<file path="src/hw/rtl/wcsp_pkg.sv">
// Shared types, step codes, result codes and the control program for the WAV chunk parser.
`timescale 1ns / 1ps

package wcsp_pkg;

  // Sequencer step addresses
  localparam logic [3:0] STEP_PRE  = 4'd0;
  localparam logic [3:0] STEP_HDR  = 4'd1;
  localparam logic [3:0] STEP_FMT  = 4'd2;
  localparam logic [3:0] STEP_SKIP = 4'd3;
  localparam logic [3:0] STEP_DATA = 4'd4;
  localparam logic [3:0] STEP_DONE = 4'd5;
  localparam logic [3:0] STEP_DIV  = 4'd6;
  localparam logic [3:0] STEP_MUL  = 4'd7;
  localparam logic [3:0] STEP_CHK  = 4'd8;

  // Result kinds
  localparam logic [1:0] KIND_INFO   = 2'd0;
  localparam logic [1:0] KIND_SAMPLE = 2'd1;
  localparam logic [1:0] KIND_ERROR  = 2'd2;

  // Error codes
  localparam logic [1:0] ERR_NO_FMT     = 2'd0;
  localparam logic [1:0] ERR_BITS       = 2'd1;
  localparam logic [1:0] ERR_ZERO_SHAPE = 2'd2;

  // Chunk tags, little-endian as they arrive
  localparam logic [31:0] TAG_FMT  = 32'h2074_6D66;
  localparam logic [31:0] TAG_DATA = 32'h6174_6164;

  // Fixed byte positions
  localparam logic [3:0]  PRE_LAST      = 4'd11;
  localparam logic [3:0]  HDR_LAST      = 4'd7;
  localparam logic [3:0]  FMT_CHANNELS  = 4'd3;
  localparam logic [3:0]  FMT_ALIGN     = 4'd13;
  localparam logic [3:0]  FMT_BITS      = 4'd15;
  localparam logic [15:0] BITS_REQUIRED = 16'd16;
  localparam logic [31:0] FMT_BODY_LEN  = 32'd16;

  // One control word per step
  typedef struct packed {
    logic       take_byte;
    logic [3:0] op;
    logic [3:0] jmp;
  } ctl_t;

  // Datapath operations selected by a control word
  localparam logic [3:0] OPW_PRE  = 4'd0;
  localparam logic [3:0] OPW_HDR  = 4'd1;
  localparam logic [3:0] OPW_FMT  = 4'd2;
  localparam logic [3:0] OPW_SKIP = 4'd3;
  localparam logic [3:0] OPW_DATA = 4'd4;
  localparam logic [3:0] OPW_IDLE = 4'd5;
  localparam logic [3:0] OPW_DIV  = 4'd6;
  localparam logic [3:0] OPW_MUL  = 4'd7;
  localparam logic [3:0] OPW_CHK  = 4'd8;

  // Divider handshake status
  typedef struct packed {
    logic busy;
    logic done;
  } div_stat_t;

  // Control program
  function automatic ctl_t ctl_rom(input logic [3:0] pc);
    ctl_t w;
    case (pc)
      STEP_PRE:  w = '{take_byte: 1'b1, op: OPW_PRE,  jmp: STEP_HDR};
      STEP_HDR:  w = '{take_byte: 1'b1, op: OPW_HDR,  jmp: STEP_FMT};
      STEP_FMT:  w = '{take_byte: 1'b1, op: OPW_FMT,  jmp: STEP_SKIP};
      STEP_SKIP: w = '{take_byte: 1'b1, op: OPW_SKIP, jmp: STEP_HDR};
      STEP_DATA: w = '{take_byte: 1'b1, op: OPW_DATA, jmp: STEP_DONE};
      STEP_DONE: w = '{take_byte: 1'b1, op: OPW_IDLE, jmp: STEP_DONE};
      STEP_DIV:  w = '{take_byte: 1'b0, op: OPW_DIV,  jmp: STEP_MUL};
      STEP_MUL:  w = '{take_byte: 1'b0, op: OPW_MUL,  jmp: STEP_CHK};
      STEP_CHK:  w = '{take_byte: 1'b0, op: OPW_CHK,  jmp: STEP_DATA};
      default:   w = '{take_byte: 1'b1, op: OPW_IDLE, jmp: STEP_DONE};
    endcase
    return w;
  endfunction

endpackage

</file>
<file path="src/hw/rtl/wav_chunk_stream_parser_core.sv">
// Top level of the WAV chunk parser: step sequencer, byte datapath and result register.
// Takes a WAV file one byte per word on the in_ channel and returns format info, 16-bit
// samples and errors on the out_ channel. Bytes are taken at one per cycle everywhere
// except at a data chunk header that raises no error: its last byte starts a bit-serial
// divide (data length by block alignment), then one multiply step and one step that
// posts the info word, and in_stall stays high through all of these steps. A byte
// is also held off while a finished word waits in the output register and out_stall is
// high. After an error, or once all samples are out, every byte is taken and dropped.
`timescale 1ns / 1ps

module wav_chunk_stream_parser_core
  import wcsp_pkg::*;
(
  input  logic               clk,
  input  logic               rst_n,
  input  logic               in_valid,
  output logic               in_stall,
  input  logic [7:0]         in_byte,
  output logic               out_valid,
  input  logic               out_stall,
  output logic [1:0]         out_kind,
  output logic signed [15:0] out_sample,
  output logic [15:0]        out_channels,
  output logic [31:0]        out_frame_count,
  output logic [1:0]         out_error_code
);

  ctl_t        ctl;
  logic [3:0]  pc_r, pc_nxt;
  logic [3:0]  idx_r, idx_nxt;
  logic [32:0] cnt_r, cnt_nxt;
  logic [31:0] tag_r, tag_nxt;
  logic [31:0] len_r, len_nxt;
  logic [15:0] ch_r, ch_nxt;
  logic [15:0] al_r, al_nxt;
  logic [47:0] sbl_r, sbl_nxt;
  logic [7:0]  low_r, low_nxt;
  logic        half_r, half_nxt;
  logic        fmt_seen_r, fmt_seen_nxt;

  logic        out_valid_r, out_valid_nxt;
  logic [1:0]  kind_r, kind_nxt;
  logic [15:0] smp_r, smp_nxt;
  logic [15:0] och_r, och_nxt;
  logic [31:0] frm_r, frm_nxt;
  logic [1:0]  err_r, err_nxt;

  logic        out_free;
  logic        in_fire;
  logic        div_start;
  logic [31:0] quot;
  div_stat_t   div_stat;
  logic [31:0] len_new;
  logic [15:0] word16;
  logic [32:0] skip_n;
  logic [32:0] fmt_rest;

  assign ctl      = ctl_rom(pc_r);
  assign out_free = ~out_valid_r | ~out_stall;
  assign in_stall = ~ctl.take_byte | ~out_free;
  assign in_fire  = in_valid & ~in_stall;

  // Length as it stands once the last header byte lands
  assign len_new = {in_byte, len_r[23:0]};
  assign word16  = {in_byte, low_r};
  assign skip_n  = {1'b0, len_new} + {32'd0, len_new[0]};
  assign fmt_rest = (len_r > FMT_BODY_LEN)
                  ? ({1'b0, len_r - FMT_BODY_LEN} + {32'd0, len_r[0]}) : '0;

  wcsp_div u_div (
    .clk      (clk),
    .rst_n    (rst_n),
    .start    (div_start),
    .dividend (len_new),
    .divisor  (al_r),
    .quotient (quot),
    .stat     (div_stat)
  );

  // Datapath driven by the current control word
  always_comb begin
    pc_nxt       = pc_r;
    idx_nxt      = idx_r;
    cnt_nxt      = cnt_r;
    tag_nxt      = tag_r;
    len_nxt      = len_r;
    ch_nxt       = ch_r;
    al_nxt       = al_r;
    sbl_nxt      = sbl_r;
    low_nxt      = low_r;
    half_nxt     = half_r;
    fmt_seen_nxt = fmt_seen_r;
    div_start    = 1'b0;

    out_valid_nxt = out_valid_r & out_stall;
    kind_nxt      = kind_r;
    smp_nxt       = smp_r;
    och_nxt       = och_r;
    frm_nxt       = frm_r;
    err_nxt       = err_r;

    case (ctl.op)
      OPW_PRE: begin
        if (in_fire) begin
          idx_nxt = idx_r + 4'd1;
          if (idx_r == PRE_LAST) begin
            idx_nxt = '0;
            pc_nxt  = ctl.jmp;
          end
        end
      end

      OPW_HDR: begin
        if (in_fire) begin
          if (!idx_r[2]) tag_nxt[8*idx_r[1:0] +: 8] = in_byte;
          else           len_nxt[8*idx_r[1:0] +: 8] = in_byte;
          idx_nxt = idx_r + 4'd1;
          if (idx_r == HDR_LAST) begin
            idx_nxt = '0;
            if (tag_r == TAG_FMT) begin
              pc_nxt = ctl.jmp;
            end else if (tag_r == TAG_DATA) begin
              if (!fmt_seen_r) begin
                out_valid_nxt = 1'b1;
                kind_nxt = KIND_ERROR; smp_nxt = '0; och_nxt = '0; frm_nxt = '0;
                err_nxt  = ERR_NO_FMT;
                pc_nxt   = STEP_DONE;
              end else if (ch_r == '0 || al_r == '0) begin
                out_valid_nxt = 1'b1;
                kind_nxt = KIND_ERROR; smp_nxt = '0; och_nxt = '0; frm_nxt = '0;
                err_nxt  = ERR_ZERO_SHAPE;
                pc_nxt   = STEP_DONE;
              end else begin
                div_start = 1'b1;
                pc_nxt    = STEP_DIV;
              end
            end else if (skip_n == '0) begin
              pc_nxt = STEP_HDR;
            end else begin
              cnt_nxt = skip_n;
              pc_nxt  = STEP_SKIP;
            end
          end
        end
      end

      OPW_FMT: begin
        if (in_fire) begin
          idx_nxt = idx_r + 4'd1;
          if (!idx_r[0]) begin
            low_nxt = in_byte;
          end else if (idx_r == FMT_CHANNELS) begin
            ch_nxt = word16;
          end else if (idx_r == FMT_ALIGN) begin
            al_nxt = word16;
          end else if (idx_r == FMT_BITS) begin
            idx_nxt = '0;
            if (word16 != BITS_REQUIRED) begin
              out_valid_nxt = 1'b1;
              kind_nxt = KIND_ERROR; smp_nxt = '0; och_nxt = '0; frm_nxt = '0;
              err_nxt  = ERR_BITS;
              pc_nxt   = STEP_DONE;
            end else begin
              fmt_seen_nxt = 1'b1;
              if (fmt_rest == '0) begin
                pc_nxt = STEP_HDR;
              end else begin
                cnt_nxt = fmt_rest;
                pc_nxt  = ctl.jmp;
              end
            end
          end
        end
      end

      OPW_SKIP: begin
        if (in_fire) begin
          cnt_nxt = cnt_r - 33'd1;
          if (cnt_r == 33'd1) begin
            idx_nxt = '0;
            pc_nxt  = ctl.jmp;
          end
        end
      end

      OPW_DATA: begin
        if (in_fire) begin
          if (!half_r) begin
            low_nxt  = in_byte;
            half_nxt = 1'b1;
          end else begin
            half_nxt      = 1'b0;
            out_valid_nxt = 1'b1;
            kind_nxt = KIND_SAMPLE; smp_nxt = word16; och_nxt = '0; frm_nxt = '0;
            err_nxt  = '0;
            sbl_nxt  = sbl_r - 48'd1;
            if (sbl_r == 48'd1) pc_nxt = ctl.jmp;
          end
        end
      end

      OPW_DIV: begin
        if (div_stat.done && !div_stat.busy) pc_nxt = ctl.jmp;
      end

      // Sample count = frames times channels, registered before use
      OPW_MUL: begin
        sbl_nxt = {16'd0, quot} * {32'd0, ch_r};
        pc_nxt  = ctl.jmp;
      end

      OPW_CHK: begin
        if (out_free) begin
          out_valid_nxt = 1'b1;
          kind_nxt = KIND_INFO; smp_nxt = '0; och_nxt = ch_r; frm_nxt = quot;
          err_nxt  = '0;
          half_nxt = 1'b0;
          pc_nxt   = (sbl_r == '0) ? STEP_DONE : ctl.jmp;
        end
      end

      default: begin
        // done or faulted: bytes are taken and dropped
      end
    endcase
  end

  // Control state and result register
  always_ff @(posedge clk) begin
    if (!rst_n) begin
      pc_r        <= STEP_PRE;
      idx_r       <= '0;
      cnt_r       <= '0;
      tag_r       <= '0;
      len_r       <= '0;
      ch_r        <= '0;
      al_r        <= '0;
      sbl_r       <= '0;
      low_r       <= '0;
      half_r      <= 1'b0;
      fmt_seen_r  <= 1'b0;
      out_valid_r <= 1'b0;
    end else begin
      pc_r        <= pc_nxt;
      idx_r       <= idx_nxt;
      cnt_r       <= cnt_nxt;
      tag_r       <= tag_nxt;
      len_r       <= len_nxt;
      ch_r        <= ch_nxt;
      al_r        <= al_nxt;
      sbl_r       <= sbl_nxt;
      low_r       <= low_nxt;
      half_r      <= half_nxt;
      fmt_seen_r  <= fmt_seen_nxt;
      out_valid_r <= out_valid_nxt;
    end
    kind_r <= kind_nxt;
    smp_r  <= smp_nxt;
    och_r  <= och_nxt;
    frm_r  <= frm_nxt;
    err_r  <= err_nxt;
  end

  assign out_valid       = out_valid_r;
  assign out_kind        = kind_r;
  assign out_sample      = smp_r;
  assign out_channels    = och_r;
  assign out_frame_count = frm_r;
  assign out_error_code  = err_r;

endmodule

</file>
<file path="src/hw/rtl/wcsp_div.sv">
// Restoring divider, one quotient bit per cycle: 32-bit dividend by 16-bit divisor.
`timescale 1ns / 1ps

module wcsp_div
  import wcsp_pkg::*;
(
  input  logic        clk,
  input  logic        rst_n,
  input  logic        start,
  input  logic [31:0] dividend,
  input  logic [15:0] divisor,
  output logic [31:0] quotient,
  output div_stat_t   stat
);

  logic [31:0] q_r, q_nxt;
  logic [15:0] rem_r, rem_nxt;
  logic [15:0] d_r, d_nxt;
  logic [4:0]  cnt_r, cnt_nxt;
  logic        busy_r, busy_nxt;
  logic        done_r, done_nxt;
  logic [16:0] trial;
  logic [16:0] diff;
  logic        ge;

  // One trial subtraction per cycle
  assign trial = {rem_r, q_r[31]};
  assign ge    = trial >= {1'b0, d_r};
  assign diff  = trial - {1'b0, d_r};

  always_comb begin
    q_nxt    = q_r;
    rem_nxt  = rem_r;
    d_nxt    = d_r;
    cnt_nxt  = cnt_r;
    busy_nxt = busy_r;
    done_nxt = 1'b0;
    if (start) begin
      q_nxt    = dividend;
      rem_nxt  = '0;
      d_nxt    = divisor;
      cnt_nxt  = '1;
      busy_nxt = 1'b1;
    end else if (busy_r) begin
      q_nxt   = {q_r[30:0], ge};
      rem_nxt = ge ? diff[15:0] : trial[15:0];
      cnt_nxt = cnt_r - 5'd1;
      if (cnt_r == '0) begin
        busy_nxt = 1'b0;
        done_nxt = 1'b1;
      end
    end
  end

  always_ff @(posedge clk) begin
    if (!rst_n) begin
      busy_r <= 1'b0;
      done_r <= 1'b0;
      cnt_r  <= '0;
    end else begin
      busy_r <= busy_nxt;
      done_r <= done_nxt;
      cnt_r  <= cnt_nxt;
    end
    q_r   <= q_nxt;
    rem_r <= rem_nxt;
    d_r   <= d_nxt;
  end

  assign quotient  = q_r;
  assign stat.busy = busy_r;
  assign stat.done = done_r;

endmodule

</file>
<file path="config.mk">
export PLATFORM = sky130hd
export DESIGN_NAME = wav_chunk_stream_parser_core
export DESIGN_NICKNAME = d
export VERILOG_FILES = /design/src/hw/rtl/wcsp_pkg.sv /design/src/hw/rtl/wav_chunk_stream_parser_core.sv /design/src/hw/rtl/wcsp_div.sv
export SDC_FILE = /design/constraint.sdc
export NUM_CORES = 2
export LEC_CHECK = 0
export ABC_AREA = 1
export ABC_CLOCK_PERIOD_IN_PS = 9000
export BUFFER_PORTS_ARGS = -buffer_cell sky130_fd_sc_hd__buf_2
export CAP_MARGIN = 20
export CORE_MARGIN = 3
export CORE_UTILIZATION = 33
export CTS_CLUSTER_SIZE = 25
export DETAILED_ROUTE_END_ITERATION = 10
export SYNTH_ARGS = -nofsm -noshare
export SYNTH_HDL_FRONTEND = slang
export SYNTH_SLANG_ARGS = --single-unit
</file>
<file path="constraint.sdc">
create_clock -name clk -period 9 [get_ports clk]
set_input_delay 1.8 -clock clk [delete_from_list [all_inputs] [get_ports clk]]
set_output_delay 1.8 -clock clk [all_outputs]
set_load 0.02 [all_outputs]
</file>
# After elaboration in Yosys (flattened, before gate mapping)

Memories as Yosys holds them, arrays and structs flattened. A register that Yosys moved wholly into a read port is not among the register bits.
Cells that the tools add are included.

Flip-flop bits (word level): 335
Memory bits (read-only): 144
Bits of input ports: 12
Output and inout bits: 70
Logic and storage cells: 293
Memories: 1

Add/sub/neg operators: 9
Multiply operators: 1
$lt $le $gt $ge: 2
Equality and inequality tests: 43
Shifts and indexed selects: 2
Muxes and demuxes: 166
Bitwise gates (word level): 15
Reductions and logical operators: 31

Memory list:

| memory          | depth | bits a word | rd ports | clocked after Yosys merged registers in | wr ports | line           | source |
|---|---|---|---|---|---|---|---|
| (no name shown) | 16    | 9           | 1        | 1                                       | 0        | wcsp_pkg.sv:67 | `case (pc)` |

Operators with widths:

| operator                | number |
|---|---|
| $mux 32                 | 17 |
| $mux 33                 | 14 |
| $mux 16                 | 19 |
| $mux 4                  | 34 |
| $pmux 16 s4             | 2 |
| $pmux 32 s4             | 1 |
| $pmux 33 s3             | 1 |
| $mux 48                 | 2 |
| $pmux 48 s2             | 1 |
| $add 32x1->33           | 2 |
| $logic_not 33->1        | 2 |
| $bwmux 32               | 2 |
| $mux 2                  | 31 |
| $ne 2x2->1 const B      | 25 |
| $eq 48x1->1 const B     | 1 |
| $logic_not 48->1        | 1 |
| $mul 32x16->48          | 1 |
| $sub 48x1->48 const B   | 1 |
| $neg 5->34              | 1 |
| $shift 8x34->32 const A | 1 |
| $shiftx 8x34->32        | 1 |
| $eq 33x1->1 const B     | 1 |
| $sub 33x1->33 const B   | 1 |
| $eq 32x30->1 const B    | 1 |
| other kinds (44)        | 106 |

# Depth between registers and ports, before layout

Depth in word-level cells: 14
Gate-level depth with buffers: 35
Mapped depth without buffers: 33

# By module

From an unflattened synthesis, not the netlist that was laid out.

Cells, all modules: 5229
Area total of the unflattened synthesis: 37218.2 um^2

Modules (own cells, without submodules):

| module                       | instances | cells each | area an instance (um^2) | sequential area each (um^2) |
|---|---|---|---|---|
| wav_chunk_stream_parser_core | 1         | 4712       | 33194.3                 | 6145.9 |
| wcsp_div                     | 1         | 517        | 4023.9                  | 1901.8 |

# Worst setup path after synthesis

OpenSTA, ideal clock, no wires.

Path kind: flip-flop to flip-flop
Start point: register u_div.q_r[11] (netlist: u_div.quotient[11])
End point: register sbl_r[40]
Library setup time: 0.074 ns
Arrival: 6.032 ns
Required time: 8.926 ns
Setup slack: 2.894 ns
Stages on the path, launching flop included: 29
Path buffers: 2
Clock period less this slack: 6.106 ns
Path through: edfxtp_1 -> clkbuf_1 -> buf_1 -> nand2_1 -> fa_1 -> inv_1 -> fa_1 -> inv_1 -> fa_1 -> inv_1 -> fa_1 -> fa_1 -> inv_1 -> fa_1 -> inv_1 -> ha_1 -> a21oi_1 -> inv_1 -> a21oi_1 -> inv_1 -> nor2_1 -> o221ai_1 -> a21oi_1 -> o21ai_0 -> nand3_1 -> o211ai_1 -> a21oi_1 -> o21ai_0 -> a31oi_1

Longest elaborated chain between the ends: 2

Ends and longest elaborated chain:

| element                  | line                                | source |
|---|---|---|
| start: declaration       | wcsp_div.sv:16                      | `logic [31:0] q_r, q_nxt;` |
| start signal: assignment | wcsp_div.sv:65                      | `q_r <= q_nxt;` |
| $mul 32x16->48           | wav_chunk_stream_parser_core.sv:208 | `sbl_nxt = {16'd0, quot} * {32'd0, ch_r};` |
| $pmux 48 s2              | wav_chunk_stream_parser_core.sv:102 | `case (ctl.op)` |
| end signal: assignment   | wav_chunk_stream_parser_core.sv:251 | `sbl_r <= sbl_nxt;` |
| end: declaration         | wav_chunk_stream_parser_core.sv:36  | `logic [47:0] sbl_r, sbl_nxt;` |

No other way between the ends.
A chain may end at the register's enable or synchronous reset.

# Worst setup path in the final report

Start point: register ch_r[3]
End point: register sbl_r[37]

Longest elaborated chain between the ends: 2

Ends and longest elaborated chain:

| element                  | line                                | source |
|---|---|---|
| start: declaration       | wav_chunk_stream_parser_core.sv:34  | `logic [15:0] ch_r, ch_nxt;` |
| start signal: assignment | wav_chunk_stream_parser_core.sv:249 | `ch_r <= ch_nxt;` |
| $mul 32x16->48           | wav_chunk_stream_parser_core.sv:208 |  |
| $pmux 48 s2              | wav_chunk_stream_parser_core.sv:102 |  |

No other way between the ends.

==> impl_results.md <==
- CTS tree: built
- Maximum VDD drop: 0.199 mV
- Clk network pwr share: 31.8%
- Post-CTS sizing: 0
- Fmax: 138 MHz
- Min Tclk post-route: 7.25 ns
- DR vias: 33000
- GRT Util Overall: 20.6%
- Reg2reg end: sbl_r[37]$_SDFFE_PN0P_
- Final WL: 121000 um
- HP Start: al_r[11]$_SDFFE_PN0P_
- Post-DRT Antenna Nets: 0
- Die Y: 340 um
- Crit-path cells: buf_4 > nand2_1 > fa_1 > fa_1 > inv_1 > fa_1 > ha_1 > inv_1 > fa_1 > inv_1 > fa_1 > ha_1 > nand2_1 > o21ai_0 > a21oi_1 > inv_1 > nand2_1 > nand2_1 > a21oi_1 > o21ai_0 > a21o_1 > a21oi_1 > o21ai_0 > a21oi_1
- Syn Area/Cell: 7.22 um2
- Cell row count: 122
- Antenna violations before repair: 5
- NetSw: 2200 uW
- Layout area overhead: 8.71%
- Ranking of synthesized cells by area: fa_1 (23%), dfxtp_1 (12%), inv_1 (11%)
- Startpoint Class: flip-flop
- DRT iter0 DRCs: 3099
- Max Slew Vio Count: 0
- Die area: 116000 um2
- DP Wirelength: 93700 um
- Met3 GRT Util: 2.36%
- Post-synth top area cell: fa_1
- Residual DRC: 0
- Worst Path Buf+Inv: 5
- Internal power: 3330 uW
- H-tree depth: 2
- Final nets: 5643
- Min Hold Slack: 0.450 ns
- IO Port Bufs: 81
- Layout cells sized above 1: 5.94%
- Drt first pass iters: 9
- Top-area cell type share of the netlist area: 22.7%
- Clock transition at the registers of the reported paths: 0.06 ns
- Hold Fails Final Rpt: 0
- R2r setup slk: 1.75 ns
- Syn Inst Count: 5109
- PD cells: 138 nW/um2
- Final period util: 80.6%
- Async S/R FF share, synth: 0%
- Crit-path slowest cell: dfxtp_1
- Yosys cell types: 63
- Skew-Pair Late Insertion Delay: 0.61 ns
- R2R cell count: 24
- CP peak stage delay: 0.84 ns
- Met2 usage: 34.6%
- Vias in the first global route: 32900
- Setup bufs post-CTS: 0
- Hold Path End: u_div.d_r[11]$_DFFE_PP_
- Critical path class: reg2reg
- Seq pwr share: 34.3%
- Chip width: 340 um
- Max_slew headroom: 25.4%
- TNS Setup: 0 ns
- Initial core utilization: 33.3%
- Hold buffers post-CTS: 0
- Hold crit path type: reg2reg
- Max-cap violations: 0
- Skew final: 0.0427 ns
- Core area: 111000 um2
- Combinational fraction of design power: 34.0%
- Crit path DAT: 7.71 ns
- Total grt overflow: 0
- Switching part of the total power: 39.7%
- CTS Root Buffer Type: clkbuf_16
- Most common cell on crit path: fa_1
- # setup viols final: 0
- Final GP Congestion: 0.966
- Crit path max-delay family: adder cells
- Yosys reg bits: 344
- Largest net degree at the start of global routing: 93
- Clock Sinks: 344
- Met1 Use GR: 28.5%
- Hold path depth: 0
- YS warnings: 0
- Post-Syn Area: 36900 um2
- Mapped Nets: 5698
- CP required: 9.45 ns
- Sequential cell area fraction in the yosys report: 21.8%
- Leakage: 0.0204 uW
- CTS Buf Count: 41
- First-pass GRT wire length: 190000 um
- DR WL/cell: 18.3 um
- Vias per inst: 5.01
- Outcome: completed
- Prevailing post-synth register cell: dfxtp_1
- Worst slew pin tran: 1.12 ns
- CP endpoint kind: flip-flop
- I/O pin count: 82
- RSZ-0062 raised after global routing: no
- Beginning of the worst register-to-register path: ch_r[3]$_SDFFE_PN0P_
- Critical Path Start: ch_r[3]$_SDFFE_PN0P_
- GRT busiest layer: met2
- CP max FO: 13
- EDFF count, synth: 116
- Clock Path Buffers: 3
-- state kept, by name, indices dropped and copies added, names as in the netlist, 32 cells and up --
| signal | cells |
|---|---|
| cnt_r | 33 |
| len_r | 32 |
| out_frame_count | 32 |
| sbl_r | 48 |
| tag_r | 32 |
| u_div.quotient | 32 |
-- worst register-to-register path, cell delays in order (launching register included) --
cell     delay, ns
dfxtp_1       0.84
buf_4         0.34
nand2_1       0.11
fa_1          0.54
fa_1          0.50
inv_1         0.06
fa_1          0.46
ha_1          0.29
inv_1         0.05
fa_1          0.53
inv_1         0.05
fa_1          0.48
ha_1          0.36
nand2_1       0.12
o21ai_0       0.72
a21oi_1       0.23
inv_1         0.20
nand2_1       0.08
nand2_1       0.10
a21oi_1       0.12
o21ai_0       0.39
a21o_1        0.23
a21oi_1       0.07
o21ai_0       0.17
a21oi_1       0.11
-- cells by family after synthesis --
family          share of synthesized area (%)
simple gates                             22.4
buf+inv                                  14.0
compound gates                           11.8
fa+ha+maj                                28.1
flops                                    21.8
xor+xnor                                 2.01
-- per-layer routing --
layer  share of wire (%)  wire length (um)
met1                  44             53300
met4                 2.3              2810
met2                  47             56400
met5               0.030                36
met3                 6.6              7950
-- synthesized netlist by cell type (3+ instances only) --
master / instances
nor2_2: 20
nand3_2: 6
or2_2: 6
nand2_4: 6
a211oi_1: 10
xnor2_1: 32
a21oi_1: 330
buf_1: 31
nor4_1: 33
clkbuf_1: 188
nand4_1: 63
nand2_1: 1074
a31oi_1: 39
a21o_1: 4
nor3_1: 79
a21boi_0: 3
o21ai_1: 15
o21bai_1: 6
edfxtp_1: 116
fa_1: 419
inv_1: 1095
o31ai_1: 5
xor2_1: 51
buf_2: 10
inv_2: 9
nor2_1: 465
dfxtp_1: 228
buf_6: 4
nand3_1: 151
nor2_4: 14
a221oi_1: 4
ha_1: 158
o221ai_1: 11
o21ai_0: 320
o21a_1: 9
o311ai_0: 3
clkinv_1: 9
nand3b_1: 4
nand2_2: 17
o211ai_1: 31
-- power groups by stage --
stage | clock network (uW) | logic [uW] | registers (uW)
final | 1760 | 1880 | 1900
after global routing | 1830 | 2090 | 1920
after CTS | 1790 | 1860 | 1900
after detailed placement | 0 | 1850 | 1930
after global placement | 0 | 1840 | 1930
after floorplan | 0 | 1230 | 2020
-- per-stage QoR --
stage               std cells  total power (uW)  utilization, %  cell area [um2]  setup slack [ns]
floorplan                5109              3250               -            36900              2.89
global placement         6497              3770            34.9            38700              1.83
detailed placement       6498              3780            34.9            38700              1.83
CTS                      6574              5550            36.2            40100              1.83
global route             6575              5840            36.2            40100              1.45
finish                   6578              5530            36.2            40100              1.75
-- placed cells by master (no fill, tap or decap), types with 31 or more instances in the layout --
| cell type | synthesis | final |
|---|---|---|
| edfxtp_1 | 116 | 116 |
| ha_1 | 158 | 158 |
| nor3_1 | 79 | 77 |
| buf_4 | 1 | 57 |
| a31oi_1 | 39 | 39 |
| o21ai_0 | 320 | 320 |
| xnor2_1 | 32 | 32 |
| buf_2 | 10 | 81 |
| o211ai_1 | 31 | 31 |
| a21oi_1 | 330 | 330 |
| nand3_1 | 151 | 150 |
| nand4_1 | 63 | 63 |
| nand2_1 | 1074 | 1074 |
| xor2_1 | 51 | 51 |
| nor4_1 | 33 | 33 |
| nor2_1 | 465 | 463 |
| inv_1 | 1095 | 1095 |
| dfxtp_1 | 228 | 227 |
| fa_1 | 419 | 419 |
| clkbuf_16 | 0 | 42 |
-- how the worst max path moves through the flow --
stage,cells past startpoint,slack (ns),end
global route,24,1.45,sbl_r[37]$_SDFFE_PN0P_
global placement,24,1.83,sbl_r[37]$_SDFFE_PN0P_
floorplan,28,2.89,sbl_r[40]$_SDFFE_PN0P_
CTS,24,1.83,sbl_r[37]$_SDFFE_PN0P_
detailed placement,24,1.83,sbl_r[37]$_SDFFE_PN0P_
finish,24,1.75,sbl_r[37]$_SDFFE_PN0P_
-- cell type report --
cell class,count,area (um2)
diodes,3,7.51
clock buffers,53,1120
clock inverters,23,279
fillers,11800,70700
inverters,1113,4180
multi-input cells,3414,23700
flip-flops and latches,344,8050
well taps,1488,1860
repair buffers,140,881
Power figures use the tool's default switching activity.
